`src/sv/phv_pkg.sv`:
```
// ----------------------------------------------------------------------------
// phv_pkg - shared types and constants for the pH conversion pipeline
// Register indexes, status codes, stage payload structs and fixed limits.
// ----------------------------------------------------------------------------
`default_nettype none

package phv_pkg;

	// configuration register indexes
	localparam logic [2:0] REG_CAL_PH_1   = 3'd0;
	localparam logic [2:0] REG_CAL_PH_2   = 3'd1;
	localparam logic [2:0] REG_CAL_PH_3   = 3'd2;
	localparam logic [2:0] REG_CAL_VOLT_1 = 3'd3;
	localparam logic [2:0] REG_CAL_VOLT_2 = 3'd4;
	localparam logic [2:0] REG_CAL_VOLT_3 = 3'd5;
	localparam logic [2:0] REG_CAL_TEMP   = 3'd6;

	// result status codes
	localparam logic [1:0] ST_OK    = 2'd0;
	localparam logic [1:0] ST_RANGE = 2'd1;
	localparam logic [1:0] ST_DEGEN = 2'd2;

	// limits and offsets
	localparam logic signed [23:0] VOLT_MAX = 24'sd2500000;
	localparam logic signed [23:0] VOLT_MIN = -24'sd2500000;
	localparam logic signed [16:0] KELVIN_CENTI = 17'sd27315;
	localparam logic [13:0] PH_MAX = 14'd14000;

	// reset values of the calibration registers
	localparam logic [13:0] RST_PH_1 = 14'd4000;
	localparam logic [13:0] RST_PH_2 = 14'd7000;
	localparam logic [13:0] RST_PH_3 = 14'd10000;
	localparam logic signed [22:0] RST_VOLT_1 = 23'sd177480;
	localparam logic signed [22:0] RST_VOLT_2 = 23'sd0;
	localparam logic signed [22:0] RST_VOLT_3 = -23'sd177480;
	localparam logic signed [14:0] RST_TEMP = 15'sd2500;

	// calibration register set
	typedef struct packed {
		logic [13:0]        p1;
		logic [13:0]        p2;
		logic [13:0]        p3;
		logic signed [22:0] v1;
		logic signed [22:0] v2;
		logic signed [22:0] v3;
		logic signed [14:0] tc;
	} cal_t;

	// fitted line terms, leaving the fit stages
	typedef struct packed {
		logic               vbad;
		logic signed [42:0] nslope;
		logic signed [32:0] dslope;
		logic [31:0]        a;      // sp * tk
		logic signed [43:0] b;      // (3V - sv) * tck
		logic [15:0]        tk;
	} fit_t;

	// rational pH = num / den, leaving the product stages
	typedef struct packed {
		logic               vbad;
		logic               degen;
		logic signed [75:0] num;
		logic [59:0]        den;
	} prod_t;

	// restoring division word between steps
	typedef struct packed {
		logic [1:0]  status;
		logic        zero;
		logic        over;
		logic [74:0] rem;
		logic [73:0] dsh;
		logic [13:0] q;
	} div_t;

endpackage

`default_nettype wire

```
`src/sv/phv_div_step.sv`:
```
// ----------------------------------------------------------------------------
// phv_div_step - one restoring division step
// Compares the remainder with the shifted divisor and emits one quotient bit.
// ----------------------------------------------------------------------------
`default_nettype none

module phv_div_step (
	input  wire logic         clk,
	input  wire logic         arst_n,
	input  wire logic         in_valid,
	output logic              in_ready,
	input  wire phv_pkg::div_t in,
	output logic              out_valid,
	input  wire logic         out_ready,
	output phv_pkg::div_t     out
);

	logic v_q;
	logic en;
	logic take;

	assign en       = !v_q || out_ready;
	assign in_ready = en;
	assign take     = in.rem >= {1'b0, in.dsh};

	always_ff @(posedge clk or negedge arst_n) begin
		if (!arst_n) begin
			v_q <= 1'b0;
		end else if (en) begin
			v_q <= in_valid;
		end
	end

	// subtract when the divisor fits, shift the divisor down
	always_ff @(posedge clk) begin
		if (en) begin
			out.status <= in.status;
			out.zero   <= in.zero;
			out.over   <= in.over;
			out.rem    <= take ? (in.rem - {1'b0, in.dsh}) : in.rem;
			out.dsh    <= in.dsh >> 1;
			out.q      <= {in.q[12:0], take};
		end
	end

	assign out_valid = v_q;

endmodule

`default_nettype wire

```
`config.mk`:
```
export PLATFORM = sky130hd
export DESIGN_NAME = phv_div_step
export DESIGN_NICKNAME = d
export VERILOG_FILES = /design/src/sv/phv_pkg.sv /design/src/sv/phv_div_step.sv
export SDC_FILE = /design/constraint.sdc
export NUM_CORES = 1
export LEC_CHECK = 0
export BUFFER_PORTS_ARGS = -buffer_cell sky130_fd_sc_hd__buf_4
export CAP_MARGIN = 20
export CORE_MARGIN = 1
export CORE_UTILIZATION = 57
export CTS_CLUSTER_DIAMETER = 50
export DETAILED_ROUTE_END_ITERATION = 8
export PLACE_DENSITY = 0.88
export SLEW_MARGIN = 20
export SYNTH_ARGS = -nofsm -noshare
export SYNTH_HDL_FRONTEND = slang
export SYNTH_SLANG_ARGS = --single-unit
```
`constraint.sdc`:
```
create_clock -name clk -period 11.1 [get_ports clk]
set_input_delay 1.11 -clock clk [delete_from_list [all_inputs] [get_ports clk]]
set_output_delay 1.11 -clock clk [all_outputs]
set_load 0.05 [all_outputs]
```
==> results of run 1 <==
[how the worst min path moves through the flow]
stage / start / endpoint / slack, ns / cells after the start
4_1_cts: arst_n / out_valid / 0.42 / 1
6_report: arst_n / out_valid / 0.42 / 1
3_3_place_gp: out_valid / out_valid / 0.76 / 2
5_1_grt: arst_n / out_valid / 0.42 / 1
2_1_floorplan: arst_n / out_valid / 0.81 / 0
3_5_place_dp: out_valid / out_valid / 0.78 / 2
[cells by family (layout without fill, tap and decap cells)]
group | Yosys count | count (layout) | share of synthesized area
compound gates | 349 | 349 | 0.213
simple gates | 300 | 300 | 0.129
flops | 167 | 167 | 0.457
buf+inv | 153 | 466 | 0.0617
fa+ha+maj | 75 | 75 | 0.0864
xor+xnor | 63 | 63 | 0.0504
mux | 2 | 2 | 0.00194
other cells | 1 | 1 | 0.000342
[per-stage QoR]
stage          instances  cell area [um^2]  utilization  setup WS (ns)
4_1_cts             1657             14100        0.751           6.62
2_1_floorplan       1110             11000            -           4.52
5_1_grt             1657             14100        0.751           6.37
3_3_place_gp        1625             13500        0.719           6.21
6_report            1657             14100        0.751           6.57
3_5_place_dp        1625             13500        0.719           6.17
[final cells by class]
type / count / area (um^2)
Timing Repair Buffer: 341 / 2560
Inverter: 93 / 349
Tap cell: 234 / 293
Clock inverter: 15 / 184
Fill cell: 1273 / 4670
Clock buffer: 17 / 425
Sequential cell: 167 / 5010
Multi-Input combinational cell: 790 / 5280
[routing by layer]
layer  GRT usage  share of wire  vias to the layer above
met5           0              0                        -
li1            -              -                     4667
met1       0.365           0.39                     4638
met4       0.124          0.028                        0
met3      0.0584          0.084                       71
met2       0.535           0.50                      517
[cells in the final DEF (no fill, tap or decap), types with 18 or more instances in the layout]
| cell type | instances |
|---|---|
| a21o_1 | 48 |
| a21oi_1 | 124 |
| buf_4 | 341 |
| edfxtp_1 | 166 |
| ha_1 | 74 |
| inv_1 | 92 |
| nand2_1 | 87 |
| nand3_1 | 19 |
| nand4_1 | 26 |
| nor2_1 | 92 |
| nor3_1 | 18 |
| o21ai_0 | 49 |
| xnor2_1 | 33 |
| xor2_1 | 30 |
[worst max-delay path: stages]
cell and delay [ns]:
buf_4 0.12, inv_1 0.06, ha_1 0.21, inv_1 0.07
fa_1 0.42, a21o_1 0.22, and3_2 0.24, o2111ai_1 0.47
a21oi_1 0.25, o31ai_4 0.40, o32ai_2 0.22, o2111ai_2 0.28
o21ai_1 0.14, o21ai_1 0.18, mux2_1 0.34
[state kept, by name, indices dropped and copies added, names as in the netlist]
name       cells
out_valid      1
out          166
[power groups by stage]
stage / logic, W / clock network (W) / registers (W)
after CTS: 0.000816 / 0.000612 / 0.000812
final: 0.000822 / 0.000614 / 0.000811
after global routing: 0.000869 / 0.000634 / 0.000818
after global placement: 0.000797 / 0 / 0.000822
after floorplan: 0.000306 / 0 / 0.00109
after detailed placement: 0.000809 / 0 / 0.000825
==> flow_summary.yaml, run 1 <==
power_and_ir_drop:
  swShare: 0.384
  power.leakage_nw: 6.35
  p_int_w: 0.00139
  vdd_drop_max_v: 0.000109
  power.share.sequential: 0.361
  p_comb_frac: 0.366
  p_sw_w: 0.000863
  power_w: 0.00225
  power_density_mw_per_mm2: 159
  pwr-share-clk: 0.273
logic_synthesis:
  async_reset_ff_frac: 0.00599
  synthTopCellsByArea: "edfxtp_1 46%, ha_1 8.5%, a21oi_1 5.7%"
  synth_top_area_cell: "edfxtp_1"
  synth_ff_type: "edfxtp_1"
  ys_top_cells_by_count: "166 x edfxtp_1, 124 x a21oi_1, 92 x inv_1, 92 x nor2_1, 87 x nand2_1"
  synthDistinctLibCells: 80
  yosysMostFrequentCell: "edfxtp_1"
  seq_area_frac_synth: 0.457
  syn-num-nets: 1356
  syn_avg_cell_area_um2: 9.87
  netlist.area_leader.share: 0.455
  ys_warn_count: 0
  synth-seq-cells: 167
  syn_area_mm2: 0.0110
  synth_edf_count: 166
  syn_inst: 1110
clock_tree:
  cts_root_buffer: "clkbuf_16"
  cts.path.max_buffers: 2
  cts_resized: 0
  insertion_delay_ns: 0.44
  cts_tree: "yes"
  hold_buffers: 0
  cts_buffers: 17
  postCtsSetupRepairBufs: 0
  htree_num_levels: 4
  cts_sinks: 167
  cts.clk_slew.worst_paths_ns: 0.08
detailed_routing:
  wirelength_um: 30700
  via_per_inst: 5.97
  route.detailed.drc: 0
  dr_total_vias: 9893
  drt_iter0_markers: 818
  firstDrtPassIters: 5
  wl_per_cell_um: 18.5
  ant_nets: 0
timing:
  setup_viol: 0
  hold_violations: 0
  fin_crit_sh: 0.408
  worst_pin_slew_ns: 0.985
  period_minus_slack_ns: 4.53
  fmax_ghz: 0.221
  rsz0062_at_grt: "false"
  fin_skew_ns: 0.0117
  maxSlewHeadroom: 0.343
  timing.hold.ws_ns: 0.422
  final_max_slew_viol_count: 0
  tns_ns: 0
finish:
  antenna_cells: 0
  area_growth_pct: 28.8
  drive_gt1_frac: 0.282
  nNetsFinal: 1656
setup_path:
  start_kind: "input pin"
  arrival_ns: 4.72
  startpoint: "in[88]"
  timing.rr.start: "out_valid"
  rr_worst_depth: 2
  critPathCaptureType: "flip-flop"
  r2r-end: "out[145]"
  worst-endpoint-required_ns: 11.29
  endpoint: "out[162]"
  path_max_fanout: 4
  crit_type: "input pin to flip-flop"
  regToRegSetupSlack_ns: 9.13
placed_design:
  port_buffers: 337
  gp_congestion: 0.942
  dp.final_hpwl_um: 23100
run_status:
  status: "finished clean"
die:
  die_w_um: 141
  fp.dieArea_mm2: 0.0198
  ios: 340
  rows: 50
  coreArea_mm2: 0.0188
  start_util: 0.583
  die_h_um: 141
grt:
  antenna_found_initial: 0
  overflow: 0
  grt_max_degree: 96
  grt_pass1_wl_um: 47100
  grt_usage: 0.304
  grt_pass1_vias: 9452
hold_path:
  worstHoldPathType: "input pin to asynchronous set/reset pin"
flow_run:
  max_cap_violations: 0
(Power assumes the default switching activity.)
==> inputs of run 2 (changes only) <==
--- a/config.mk
+++ b/config.mk
@@ -8,10 +8,10 @@
 export BUFFER_PORTS_ARGS = -buffer_cell sky130_fd_sc_hd__buf_4
 export CAP_MARGIN = 20
 export CORE_MARGIN = 1
-export CORE_UTILIZATION = 57
+export CORE_UTILIZATION = 53
 export CTS_CLUSTER_DIAMETER = 50
 export DETAILED_ROUTE_END_ITERATION = 8
-export PLACE_DENSITY = 0.88
+export PLACE_DENSITY = 0.82
 export SLEW_MARGIN = 20
 export SYNTH_ARGS = -nofsm -noshare
 export SYNTH_HDL_FRONTEND = slang
==> constraint.sdc (replaced) <==
create_clock -name clk -period 4.25 [get_ports clk]
set_input_delay 0.425 -clock clk [delete_from_list [all_inputs] [get_ports clk]]
set_output_delay 0.425 -clock clk [all_outputs]
set_load 0.05 [all_outputs]
==> run 2 against run 1 <==
Against the previous run: power grew to 2.6 times the previous value; non-clock buffer count is 4 higher; critical path depth stayed put; register-to-register slack worse by 6.6 ns; clock power grew to 2.7 times the previous value; first-iteration DRC count is 9.3% lower; sequential share of layout area is 0.35 points lower; combinational power grew to 2.6 times the previous value; worst hold slack worse by 0.27 ns; critical path type unchanged; critical endpoint unchanged; largest cell class unchanged; largest power group unchanged; highest routed layer unchanged.
==> flow_summary.yaml, run 2 (synthesis results as in run 1) <==
timing:
  fin_crit_sh: 0.868
  fmax_ghz: 0.271
  fin_skew_ns: 0.0103
  worst_pin_slew_ns: 0.736
  period_minus_slack_ns: 3.69
  tns_ns: 0
  rsz0062_at_grt: "false"
  setup_viol: 0
  maxSlewHeadroom: 0.506
  final_max_slew_viol_count: 0
  hold_violations: 0
placed_design:
  gp_congestion: 0.884
  port_buffers: 337
  dp.final_hpwl_um: 23400
grt:
  grt_max_degree: 91
  use_met3: 0.0699
  overflow: 0
  met2_usage: 0.485
  grtUsageMet1: 0.344
  grt_pass1_vias: 9381
  antenna_found_initial: 0
  busiest_layer: "met2"
  grt_pass1_wl_um: 47100
  grt_usage: 0.281
setup_path:
  start_kind: "input pin"
  arrival_ns: 3.87
  critPathCaptureType: "flip-flop"
  worst-endpoint-required_ns: 4.43
  path_max_fanout: 4
  rr_worst_depth: 2
  crit_type: "input pin to flip-flop"
detailed_routing:
  via_per_inst: 5.73
  wl_per_cell_um: 17.8
  drt_iter0_markers: 742
  wirelength_um: 30300
  firstDrtPassIters: 6
  route.detailed.drc: 0
  ant_nets: 0
  dr_total_vias: 9723
clock_tree:
  insertion_delay_ns: 0.44
  htree_num_levels: 4
  hold_buffers: 1
  cts_sinks: 167
  cts.path.max_buffers: 2
  cts_tree: "yes"
  cts.clk_slew.worst_paths_ns: 0.07
  cts_resized: 0
  cts_buffers: 17
  cts_root_buffer: "clkbuf_16"
  postCtsSetupRepairBufs: 0
die:
  rows: 52
  die_h_um: 146
  start_util: 0.541
  die_w_um: 146
  ios: 340
  coreArea_mm2: 0.0202
  fp.dieArea_mm2: 0.0212
flow_run:
  max_cap_violations: 0
power_and_ir_drop:
  power_density_mw_per_mm2: 416
  power.leakage_nw: 6.39
  vdd_drop_max_v: 0.000285
finish:
  layout_commonest_cell: "buf_4"
  regMostFlops: "out"
  drive_gt1_frac: 0.282
  largest_reg_flops: 166
  area_growth_pct: 30.1
  nNetsFinal: 1660
  fillCellCount: 1536
  antenna_cells: 0
  final_cell_mix: "340 x buf_4, 166 x edfxtp_1, 124 x a21oi_1, 92 x inv_1, 92 x nor2_1"
  postLayoutCoreUtil: 0.704
hold_path:
  worstHoldPathType: "input pin to flip-flop"
  hold_depth: 1
run_status:
  status: "finished clean"
==> run 2: cell types whose count changed in the layout (fill, tap and decap cells not counted), moves of 2 or more <==
cell	before	now
inv_8	4	1
bufinv_16	1	3
buf_12	0	4
clkinv_8	3	1
clkinvlp_4	1	3
==> run 2: critical path, stage by stage <==
cell	delay, ns
buf_4	0.11
inv_1	0.05
ha_1	0.20
inv_1	0.07
fa_1	0.41
a21o_1	0.20
and3_2	0.23
o2111ai_1	0.43
a21oi_1	0.25
o31ai_4	0.36
o32ai_2	0.21
o2111ai_2	0.27
o21ai_1	0.14
o21ai_1	0.18
mux2_1	0.34
==> run 2: power by group <==
group	total, W	internal [W]	switching [W]	leakage, nW
Sequential	0.00212	0.00206	0.0000564	1.68
Combinational	0.00215	0.000718	0.00143	4.42
Clock	0.00166	0.000942	0.000718	0.292
Total	0.00592	0.00372	0.00220	6.39
==> run 2: through the flow <==
stage	worst slack [ns]	area (um^2)	hold WS [ns]	cells	power (W)
2_1_floorplan	0.941	11000	0.129	1110	0.00364
3_3_place_gp	0.294	13600	0.200	1664	0.00425
3_5_place_dp	0.210	13600	0.201	1664	0.00428
4_1_cts	0.650	14200	0.150	1697	0.00593
5_1_grt	0.464	14200	0.145	1697	0.00613
6_report	0.559	14200	0.156	1697	0.00592
==> run 2: routing by layer <==
metal	routed length, um	share of wire
met1	12000	0.40
met2	15000	0.49
met3	2650	0.087
met4	661	0.022
met5	0	0
==> run 2: area by class of cell <==
cell class                      instances  area, um^2  share of cell area
Timing Repair Buffer                  345        2640               0.186
Sequential cell                       167        5010               0.352
Multi-Input combinational cell        790        5280               0.371
Inverter                               93         349              0.0245
Clock buffer                           18         429              0.0301
Tap cell                              270         338              0.0237
Clock inverter                         14         193              0.0135
==> run 2: final timing paths <==
path | end | start | slack [ns]
worst max-delay path | out[162] | in[88] | 0.56
worst min-delay path | out[2] | in[1] | 0.16
worst max register to register | out[142] | out_valid | 2.56
worst min register to register | out_valid | out_valid | 0.91
max in group asynchronous | out_valid | arst_n | 3.86
min in group asynchronous | out_valid | arst_n | 0.32
